==> src/rtl/core/srx_pkg.sv <==
// Package for the serial packet receiver: frame constants, register codes and types.
`timescale 1ns / 1ps

package srx_pkg;

  // Frame layout
  localparam int unsigned MaxPayload = 12;
  localparam int unsigned HdrLen     = 6;
  localparam int unsigned WideSize   = 12;
  localparam int unsigned NarrowSize = 1;

  localparam logic [7:0] StartA    = 8'h24;  // '$'
  localparam logic [7:0] StartB    = 8'h14;
  localparam logic [7:0] CheckMask = 8'hFE;

  // Widths derived from the payload bound
  localparam int unsigned PosW = $clog2(MaxPayload + HdrLen + 1);
  localparam int unsigned IdxW = (MaxPayload > 1) ? $clog2(MaxPayload) : 1;

  // Header positions within a frame
  localparam logic [PosW-1:0] PosStartA = PosW'(0);
  localparam logic [PosW-1:0] PosStartB = PosW'(1);
  localparam logic [PosW-1:0] PosLength = PosW'(2);
  localparam logic [PosW-1:0] PosCmd    = PosW'(3);
  localparam logic [PosW-1:0] PosCheck1 = PosW'(4);
  localparam logic [PosW-1:0] PosCheck2 = PosW'(5);
  localparam logic [PosW-1:0] PosHdrEnd = PosW'(HdrLen);

  // Configuration register indexes
  typedef enum logic [1:0] {
    CFG_MOVE_CARTESIAN = 2'd0,
    CFG_MOVE_POLAR     = 2'd1,
    CFG_ORIENTATION    = 2'd2,
    CFG_STATE_CMD      = 2'd3
  } cfg_index_t;

  typedef logic [7:0] byte_t;

  // Command codes held in the configuration registers
  typedef struct packed {
    byte_t cartesian;
    byte_t polar;
    byte_t orientation;
    byte_t state_cmd;
  } cmd_codes_t;

  // Payload size of a command, zero when invalid or above the payload bound
  function automatic logic [7:0] payload_size(input byte_t code, input cmd_codes_t codes);
    logic [7:0] n;
    n = 8'd0;
    priority if (code == codes.cartesian)    n = 8'(WideSize);
    else if (code == codes.polar)            n = 8'(WideSize);
    else if (code == codes.orientation)      n = 8'(WideSize);
    else if (code == codes.state_cmd)        n = 8'(NarrowSize);
    else                                     n = 8'd0;
    if (n > 8'(MaxPayload)) n = 8'd0;
    return n;
  endfunction

endpackage

==> src/rtl/core/serial_packet_receiver_core.sv <==
// Top level of the serial packet receiver: frame parser, checksum and payload emitter.
`timescale 1ns / 1ps

// Takes one received byte per transfer on the s_ side and assembles frames of the form
// '$', 0x14, length, command, check1, check2, payload. A wrong start byte, an unknown
// command or a length that does not match the command drops the byte and restarts the
// frame. When the last payload byte arrives the checksums are checked in the same cycle
// and a good packet is copied into an output buffer, from which one payload byte per
// transfer leaves on the m_ side (tlast on the final byte). The input stalls only when a
// frame is about to complete while the output buffer still holds bytes of the previous
// packet; the closing byte is then taken in the cycle after the last buffered byte has
// left, so back-pressure on the m_ side lengthens the stall.
module serial_packet_receiver_core (
  input  logic                          clk,
  input  logic                          rst,
  // Input stream
  input  logic                          s_tvalid,
  output logic                          s_tready,
  input  logic [7:0]                    s_tdata,     // [7:0] rx_byte
  // Output stream
  output logic                          m_tvalid,
  input  logic                          m_tready,
  output logic [23:0]                   m_tdata,     // [7:0] command, [15:8] data_byte,
                                                     // [19:16] byte_index, [23:20] zero
  output logic                          m_tlast,     // last_flag
  // Configuration writes
  input  logic                          cfg_valid,
  output logic                          cfg_ready,
  input  srx_pkg::cfg_index_t           cfg_index,
  input  logic [7:0]                    cfg_data
);
  import srx_pkg::*;

  // Configuration registers
  cmd_codes_t codes;

  // Frame state
  logic [PosW-1:0] frame_position, frame_position_next;
  byte_t           length_byte, command_byte, first_check, second_check;
  byte_t           running_xor, running_xor_next;
  byte_t           payload_store [MaxPayload];

  // Output buffer
  logic            busy;
  byte_t           emit_cmd;
  byte_t           emit_buf [MaxPayload];
  logic [IdxW-1:0] emit_idx;
  logic [IdxW-1:0] emit_last;

  // Decode of the current byte
  logic            in_xfer, out_xfer;
  logic            in_payload;
  logic [PosW-1:0] pay_off;
  logic [IdxW-1:0] wr_idx;
  logic            wr_ok;
  logic            completes;
  logic            check_pass;
  byte_t           c1, c2;
  byte_t           cmd_size;
  logic [7:0]      n_bytes;

  assign cfg_ready = 1'b1;

  // Payload write decode and the frame position at which the byte in hand closes the frame
  assign in_payload = (frame_position >= PosHdrEnd);
  assign pay_off    = frame_position - PosHdrEnd;
  assign wr_ok      = in_payload && (pay_off < PosW'(MaxPayload)) && (length_byte > 8'(HdrLen));
  assign wr_idx     = pay_off[IdxW-1:0];
  assign completes  = wr_ok && (8'(frame_position) + 8'd1 == length_byte);

  assign s_tready = !(busy && completes);
  assign in_xfer  = s_tvalid && s_tready;
  assign out_xfer = m_tvalid && m_tready;

  // Checksums over the finished frame, payload size of the command and payload byte count
  assign running_xor_next = running_xor ^ s_tdata;
  assign c1         = (length_byte ^ command_byte ^ running_xor_next) & CheckMask;
  assign c2         = (~c1) & CheckMask;
  assign check_pass = (c1 == first_check) && (c2 == second_check);
  assign cmd_size   = payload_size(s_tdata, codes);
  assign n_bytes    = ((length_byte - 8'(HdrLen)) > 8'(MaxPayload)) ?
                      8'(MaxPayload) : (length_byte - 8'(HdrLen));

  // Next frame position
  always_comb begin
    frame_position_next = frame_position;
    priority if (frame_position == PosStartA) begin
      if (s_tdata == StartA) frame_position_next = PosStartB;
    end else if (frame_position == PosStartB) begin
      frame_position_next = (s_tdata == StartB) ? PosLength : PosStartA;
    end else if (frame_position == PosLength) begin
      frame_position_next = PosCmd;
    end else if (frame_position == PosCmd) begin
      if (cmd_size == 8'd0 || length_byte != 8'(HdrLen) + cmd_size)
        frame_position_next = PosStartA;
      else
        frame_position_next = PosCheck1;
    end else if (frame_position == PosCheck1) begin
      frame_position_next = PosCheck2;
    end else if (frame_position == PosCheck2) begin
      frame_position_next = PosHdrEnd;
    end else begin
      if (!wr_ok || completes) frame_position_next = PosStartA;
      else                     frame_position_next = frame_position + PosW'(1);
    end
  end

  // Configuration registers
  always_ff @(posedge clk) begin
    if (rst) begin
      codes.cartesian    <= 8'd1;
      codes.polar        <= 8'd2;
      codes.orientation  <= 8'd3;
      codes.state_cmd    <= 8'd4;
    end else if (cfg_valid) begin
      unique case (cfg_index)
        CFG_MOVE_CARTESIAN: codes.cartesian    <= cfg_data;
        CFG_MOVE_POLAR:     codes.polar        <= cfg_data;
        CFG_ORIENTATION:    codes.orientation  <= cfg_data;
        CFG_STATE_CMD:      codes.state_cmd    <= cfg_data;
        default: ;
      endcase
    end
  end

  // Frame control state
  always_ff @(posedge clk) begin
    if (rst) begin
      frame_position <= PosStartA;
      running_xor    <= 8'd0;
    end else if (in_xfer) begin
      frame_position <= frame_position_next;
      if (frame_position_next == PosStartA || frame_position == PosCheck2)
        running_xor <= 8'd0;
      else if (in_payload)
        running_xor <= running_xor_next;
    end
  end

  // Header fields and payload capture
  always_ff @(posedge clk) begin
    if (in_xfer) begin
      if (frame_position == PosLength) length_byte  <= s_tdata;
      if (frame_position == PosCmd)    command_byte <= s_tdata;
      if (frame_position == PosCheck1) first_check  <= s_tdata;
      if (frame_position == PosCheck2) second_check <= s_tdata;
      if (wr_ok) payload_store[wr_idx] <= s_tdata;
    end
  end

  // Output buffer control
  always_ff @(posedge clk) begin
    if (rst) begin
      busy     <= 1'b0;
      emit_idx <= '0;
    end else if (in_xfer && completes && check_pass) begin
      busy     <= 1'b1;
      emit_idx <= '0;
    end else if (out_xfer) begin
      if (emit_idx == emit_last) busy <= 1'b0;
      emit_idx <= emit_idx + IdxW'(1);
    end
  end

  // Output buffer load, the closing byte taken straight from the input
  always_ff @(posedge clk) begin
    if (in_xfer && completes && check_pass) begin
      emit_cmd  <= command_byte;
      emit_last <= IdxW'(n_bytes - 8'd1);
      for (int i = 0; i < MaxPayload; i++) begin
        emit_buf[i] <= (IdxW'(i) == wr_idx) ? s_tdata : payload_store[i];
      end
    end
  end

  // Result fields
  assign m_tvalid = busy;
  assign m_tlast  = (emit_idx == emit_last);
  assign m_tdata  = {4'd0, 4'(emit_idx), emit_buf[emit_idx], emit_cmd};

endmodule

==> config.mk <==
export PLATFORM = sky130hd
export DESIGN_NAME = serial_packet_receiver_core
export DESIGN_NICKNAME = d
export VERILOG_FILES = /design/src/rtl/core/srx_pkg.sv /design/src/rtl/core/serial_packet_receiver_core.sv
export SDC_FILE = /design/constraint.sdc
export NUM_CORES = 1
export LEC_CHECK = 0
export ABC_AREA = 1
export BUFFER_PORTS_ARGS = -buffer_cell sky130_fd_sc_hd__buf_2
export CORE_AREA = 2 2 158 160
export DETAILED_ROUTE_END_ITERATION = 16
export DIE_AREA = 0 0 160 162
export GPL_TIMING_DRIVEN = 0
export PLACE_DENSITY_LB_ADDON = 0.05
export SETUP_SLACK_MARGIN = 0.15
export SLEW_MARGIN = 20
export SYNTH_ARGS = -nofsm -noshare
export SYNTH_HDL_FRONTEND = slang
export SYNTH_SLANG_ARGS = --single-unit
==> constraint.sdc <==
create_clock -name clk -period 8.51 [get_ports clk]
set_clock_uncertainty 0.05 [all_clocks]
set_input_delay 1.702 -clock clk [delete_from_list [all_inputs] [get_ports clk]]
set_output_delay 1.702 -clock clk [all_outputs]
set_load 0.005 [all_outputs]
==> flow_metrics.py, run 1 <==
metrics = {
    "yosys": {
        "synth-edff-count": 236,
        "synth.area.top_cells": "edfxtp_1 (55%), dfxtp_1 (8.2%), o21ai_0 (7.1%), nand2_1 (6.2%), nor2_1 (3.1%)",
        "synth_cells": 1219,
        "ys_async_sr_fraction": 0,
        "synth_area_per_cell_um2": 10.6,
        "synth.largest_area_cell": "edfxtp_1",
        "ys_ff_latch": 289,
        "synth_top_cell_area_share": 0.549,
        "synth.distinct_cells": 49,
        "synth_area_um2": 12900,
        "seq_area_frac_synth": 0.631,
        "synth_flop_cell": "edfxtp_1",
        "yosysWarnings": 0,
    },
    "global_route": {
        "grt_overflow": 0,
        "grt_use_met2": 0.438,
        "grt_max_degree": 26,
        "grtUsageMet1": 0.354,
        "grt_pass1_vias": 8623,
        "track_usage": 0.262,
        "met3_usage": 0.0365,
        "grt_pass1_wl_um": 51200,
        "busiest_layer": "met2",
        "antenna_found_initial": 0,
    },
    "critical_path": {
        "cpMostUsedCell": "nor2_1",
        "slowest_stage": "buf_2",
        "end_kind": "register",
        "crit_chain": "buf_2 > inv_1 > or2_2 > nand4_1 > nor2_1 > nand4_1 > nand3_1 > nor4_1 > inv_1 > ha_1 > nor2_1 > nand3_1 > nor3_1 > a21oi_1 > nor2_1 > o21ai_2 > nand2_1 > nor2_4 > nand2_4 > nand3_4 > buf_12 > a21oi_2 > nor2_2",
        "slowest_delay_ns": 0.55,
        "ff2ff_path_depth": 17,
        "cp_max_fo": 21,
        "worst_ep_arrival_time_ns": 5.64,
        "reg2reg_slack_ns": 4.84,
        "startpoint_type": "input port",
        "required_ns": 8.91,
        "reg2reg_from": "frame_position[0]",
        "r2r-end": "emit_buf[11][2]",
        "criticalPathCategory": "in2reg",
    },
    "timing": {
        "slew_headroom": 0.343,
        "fmax_mhz": 191,
        "hold_violations": 0,
        "min_period_ns": 5.24,
        "drv_slew": 0,
        "tightest_slew_ns": 0.961,
        "setup_violations": 0,
        "period_share": 0.615,
        "setup_tns_ns": 0,
        "whs_ns": 0.372,
        "grt_setup_unrepaired": "false",
    },
    "die": {
        "fp-row-count": 57,
        "fp.dieW_um": 160,
        "fp.dieArea_um2": 25900,
        "core_um2": 24100,
        "io_pins": 51,
        "die_h_um": 162,
        "start_util": 0.535,
    },
    "power_and_ir_drop": {
        "ir_drop_mv": 0.148,
        "powerDensity_nw_per_um2": 208,
        "p_leak_nw": 5.45,
    },
    "detailed_routing": {
        "wl_um": 33700,
        "vias": 9133,
        "viasPerCell": 5.54,
        "drt_iter0_markers": 729,
        "routedWlPerCell_um": 20.5,
        "drcViolationCount": 0,
        "first_pass_iters": 5,
        "drt.antenna.violating_nets": 0,
    },
    "layout": {
        "antennaDiodeCount": 0,
        "drive_gt1_frac": 0.112,
        "fin_nets": 1337,
        "syn_to_final_growth_pct": 12.9,
    },
    "placement": {
        "port_buffers": 45,
        "dp_hpwl_um": 22500,
        "place.gp.congestion": 0.897,
    },
    "clock_tree": {
        "post_cts_buffers": 0,
        "clk_pin_slew_ns": 0.06,
        "clockBufferDepth": 3,
        "cts_resized": 0,
        "htree_levels": 1,
        "cts-root-buf": "clkbuf_16",
        "hold_buffers": 0,
        "cts_tree": "built",
        "cts_buffers": 30,
        "clock_latency_ns": 0.56,
        "clock_sinks": 289,
    },
    "min_path": {
        "hold_path_end": "emit_cmd[0]",
        "hp-start": "command_byte[0]",
        "hold_path.class": "reg2reg",
        "whs_path_depth": 0,
    },
    "status": {
        "status": "finished, final reports clean",
    },
    "job": {
        "max_cap_violations": 0,
    },
}
==> sequential cells by signal, indices dropped and copies added (netlist names), named ones only <==
signal	cells
emit_buf	96
running_xor	7
emit_idx	4
length_byte	8
payload_store	96
frame_position	5
second_check	8
command_byte	8
codes	32
first_check	8
emit_last	4
emit_cmd	8
m_tvalid	1
==> stage by stage <==
stage               setup WS [ns]   util  cells  total power [mW]  instance area (µm²)
floorplan                   0.385      -   1222              1.77                12900
CTS                          3.31  0.604   1650              3.05                14600
finish                       3.27  0.604   1650              3.04                14600
global route                 2.97  0.604   1650              3.13                14600
detailed placement           2.74  0.568   1596              1.87                13700
global placement            -2.95  0.562   1591              1.86                13500
==> layer usage <==
metal  vias to the layer above  routed length [µm]
met5                         -                   0
met2                       286               16200
met1                      4408               14600
met3                        69                1900
met4                         0                1070
li1                       4370                   -
==> power breakdown <==
part / leakage, nW / total [mW] / switching, mW / internal [mW]
clock: 0.426 / 1.20 / 0.525 / 0.674
combinational: 2.48 / 0.275 / 0.189 / 0.0862
sequential: 2.55 / 1.56 / 0.0155 / 1.55
total: 5.45 / 3.04 / 0.729 / 2.31
==> worst max-delay path, delay by kind of cell <==
family,cells,cell delay [ns]
AO/OA/AOI/OAI,3,0.30
AND/OR/NAND/NOR,15,2.14
buffers and inverters,4,1.17
adder cells (fa/ha/maj),1,0.29
==> synth_stat cells, types with 5 or more instances <==
| cell | instances |
|---|---|
| edfxtp_1 | 236 |
| nand2_1 | 213 |
| o21ai_0 | 182 |
| nor2_1 | 106 |
| inv_1 | 92 |
| dfxtp_1 | 53 |
| a21oi_1 | 45 |
| nand3_1 | 41 |
| clkbuf_1 | 38 |
| xnor2_1 | 30 |
| xor2_1 | 28 |
| mux2i_1 | 18 |
| nand4_1 | 14 |
| o211ai_1 | 11 |
| ha_1 | 10 |
| buf_2 | 9 |
| nand2_2 | 9 |
| nor3_1 | 8 |
| a21oi_2 | 7 |
| nor4_1 | 7 |
| buf_4 | 6 |
| inv_2 | 5 |
| nor2_2 | 5 |
==> worst max path at each step <==
stage | end | startpoint | slack, ns | cells after the start
6_report | running_xor[6] | s_tdata[1] | 3.27 | 23
4_1_cts | running_xor[6] | s_tdata[1] | 3.31 | 23
5_1_grt | running_xor[6] | s_tdata[1] | 2.97 | 23
3_5_place_dp | running_xor[6] | s_tdata[1] | 2.74 | 23
2_1_floorplan | emit_buf[0][0] | s_tdata[6] | 0.38 | 9
3_3_place_gp | emit_buf[8][2] | s_tdata[6] | -2.95 | 10
==> kinds of logic (layout without fill, tap and decap cells) <==
kind of cell	after synthesis	after routing	synth area share
DFF	289	289	0.631
xor gates and xnor gates	58	58	0.0394
adders and majority gates	10	10	0.00970
muxes	18	18	0.0140
buffers and inverters	159	263	0.0522
other	2	5	0.000582
and+or+nand+nor	420	420	0.143
AOI/OAI and AO/OA	263	263	0.110
==> layout by cell type (no fill, tap or decap), types with 5 or more instances in the layout <==
cell type and n:
nor4_1 7, clkbuf_16 31, nor3_1 8, ha_1 10, xor2_1 28, a21oi_1 45, dfxtp_1 53, a21oi_2 7
o21ai_0 182, edfxtp_1 236, xnor2_1 30, o211ai_1 11, nor2_2 5, nor2_1 105, nand2_1 213, buf_16 5
conb_1 5, inv_1 92, clkbuf_1 51, buf_2 54, nand4_1 14, inv_2 5, buf_4 6, mux2i_1 18
nand2_2 9, nand3_1 41, clkinv_1 8
==> final cells by class <==
cell class	instances	area (µm²)
Sequential cell	289	8150
Multi-Input combinational cell	774	4100
Tap cell	324	405
Timing Repair Buffer	50	363
Clock buffer	45	838
Fill cell	2120	9540
Clock inverter	9	41.3
Inverter	99	372
Buffer	60	302
No activity file was read; power rests on OpenSTA's default activity.
==> run 2: changes to the inputs <==
Clock period 8.51 ns to 5.4 ns, I/O delays scaled along.
==> run 2 against run 1 <==
Count of clock-buffer cells in the layout is 5 lower; combinational power is 57% higher; total power is 66% higher; worst hold slack better by 0.020 ns; utilization is 0.44 points higher; critical path depth stayed put; highest routed layer unchanged; via count is 1.7% lower; global-route usage is 0.34 points lower; clock power is 78% higher; cell area is 0.72% higher; routed wire length is 2.0% lower.
==> flow_metrics.py, run 2 (synthesis gave the netlist of run 1 again) <==
metrics = {
    "critical_path": {
        "ff2ff_path_depth": 15,
        "criticalPathCategory": "in2reg",
        "critPathCapture": "running_xor[5]",
        "startpoint_type": "input port",
        "reg2reg_slack_ns": 1.89,
        "required_ns": 5.81,
        "cp_max_fo": 21,
        "crit_start": "s_tdata[1]",
        "r2r-end": "emit_buf[8][2]",
        "end_kind": "register",
        "worst_ep_arrival_time_ns": 4.94,
        "reg2reg_from": "frame_position[2]",
    },
    "placement": {
        "dp_slack_ns": 0.314,
        "port_buffers": 45,
        "place.gp.congestion": 0.884,
        "dpl.cell_count": 1595,
        "dp_hpwl_um": 22000,
    },
    "layout": {
        "fin_nets": 1336,
        "largestRegisters": "emit_buf (96), payload_store (96), codes (32)",
        "n_fill_cell": 2061,
        "antennaDiodeCount": 0,
        "layout.cells.non_filler": 1650,
        "final_cell_mix": "edfxtp_1 (236), nand2_1 (213), o21ai_0 (182)",
        "drive_gt1_frac": 0.119,
        "layout_commonest_cell": "edfxtp_1",
        "syn_to_final_growth_pct": 13.7,
    },
    "clock_tree": {
        "clock_sinks": 289,
        "clockBufferDepth": 3,
        "clock_latency_ns": 0.57,
        "cts-root-buf": "clkbuf_16",
        "hold_buffers": 0,
        "clk_pin_slew_ns": 0.06,
        "cts_buffers": 30,
        "htree_levels": 1,
        "cts_resized": 0,
        "cts_tree": "built",
        "post_cts_buffers": 0,
    },
    "power_and_ir_drop": {
        "intPower_mw": 3.85,
        "p_comb_frac": 0.086,
        "ir_drop_mv": 0.253,
        "p_total_mw": 5.03,
        "p_leak_nw": 5.51,
        "power_frac_seq": 0.489,
        "powerDensity_nw_per_um2": 343,
        "p_sw_mw": 1.18,
        "p_clk_frac": 0.425,
        "swShare": 0.235,
    },
    "timing": {
        "period_share": 0.839,
        "tightest_slew_ns": 0.873,
        "drv_slew": 0,
        "worst_slack_ns": 0.870,
        "setup_tns_ns": 0,
        "fmax_mhz": 221,
        "slew_headroom": 0.416,
        "whs_ns": 0.393,
        "setup_violations": 0,
        "min_period_ns": 4.53,
        "grt_setup_unrepaired": "false",
        "hold_violations": 0,
    },
    "status": {
        "status": "finished, final reports clean",
    },
    "die": {
        "fp.dieArea_um2": 25900,
        "core_um2": 24100,
        "fp.dieW_um": 160,
        "fp-row-count": 57,
        "start_util": 0.535,
        "die_h_um": 162,
        "io_pins": 51,
    },
    "detailed_routing": {
        "first_pass_iters": 5,
        "vias": 8974,
        "drt.antenna.violating_nets": 0,
        "routedWlPerCell_um": 20.0,
        "drt_iter0_markers": 739,
        "wl_um": 33100,
        "viasPerCell": 5.44,
        "drcViolationCount": 0,
    },
    "global_route": {
        "grt_overflow": 0,
        "grt_max_degree": 29,
        "antenna_found_initial": 0,
        "grt_pass1_vias": 8729,
        "track_usage": 0.258,
        "grt_pass1_wl_um": 50200,
    },
    "min_path": {
        "hp-start": "command_byte[0]",
        "hold_path.class": "reg2reg",
    },
    "job": {
        "max_cap_violations": 0,
    },
}
run 2: power groups by stage:
stage               sequential, mW  clock [mW]  combinational (mW)
floorplan                     2.50           0               0.293
global placement              2.51           0               0.424
detailed placement            2.51           0               0.429
CTS                           2.46        2.15               0.431
global route                  2.46        2.25               0.475
finish                        2.46        2.14               0.432
run 2: cell type report:
class                      count  area (µm²)  share of cell area
buffer                        60         302              0.0205
clock inverter                15         160              0.0109
tap                          324         405              0.0276
inverter                      99         372              0.0253
sequential                   289        8150               0.555
clock buffer                  40         873              0.0595
timing repair buffer          49         313              0.0213
multi-input combinational    774        4100               0.280
run 2: through the flow:
stage / util / area (µm²)
floorplan: - / 12900
global placement: 0.562 / 13600
detailed placement: 0.566 / 13600
CTS: 0.609 / 14700
global route: 0.609 / 14700
finish: 0.609 / 14700
run 2: how the worst min path moves through the flow:
stage,endpoint,slack (ns),cells past startpoint
2_1_floorplan,emit_cmd[0],0.35,0
3_3_place_gp,emit_cmd[0],0.35,0
3_5_place_dp,emit_cmd[0],0.39,0
4_1_cts,emit_cmd[0],0.40,0
5_1_grt,emit_cmd[0],0.40,0
6_report,emit_cmd[0],0.39,0
run 2: per-layer routing:
layer / wire (µm) / GRT usage
met3: 1540 / 0.0235
met5: 0 / 0
met1: 13800 / 0.333
met2: 16500 / 0.456
met4: 1290 / 0.102
run 2: worst max-delay path, cell delays in order:
cell     delay (ns)
buf_2          0.53
inv_1          0.34
or2_2          0.36
nand4_1        0.08
nor2_1         0.05
nand4_1        0.09
nand3_1        0.18
nor4_1         0.42
inv_1          0.10
ha_1           0.29
nor2_1         0.12
nand3_1        0.07
nor3_1         0.14
a21oi_1        0.10
nor2_1         0.11
o21ai_2        0.08
nand2_1        0.11
nor2_4         0.05
nand2_4        0.12
nand3_4        0.12
buf_12         0.18
a21oi_2        0.14
nor2_2         0.05
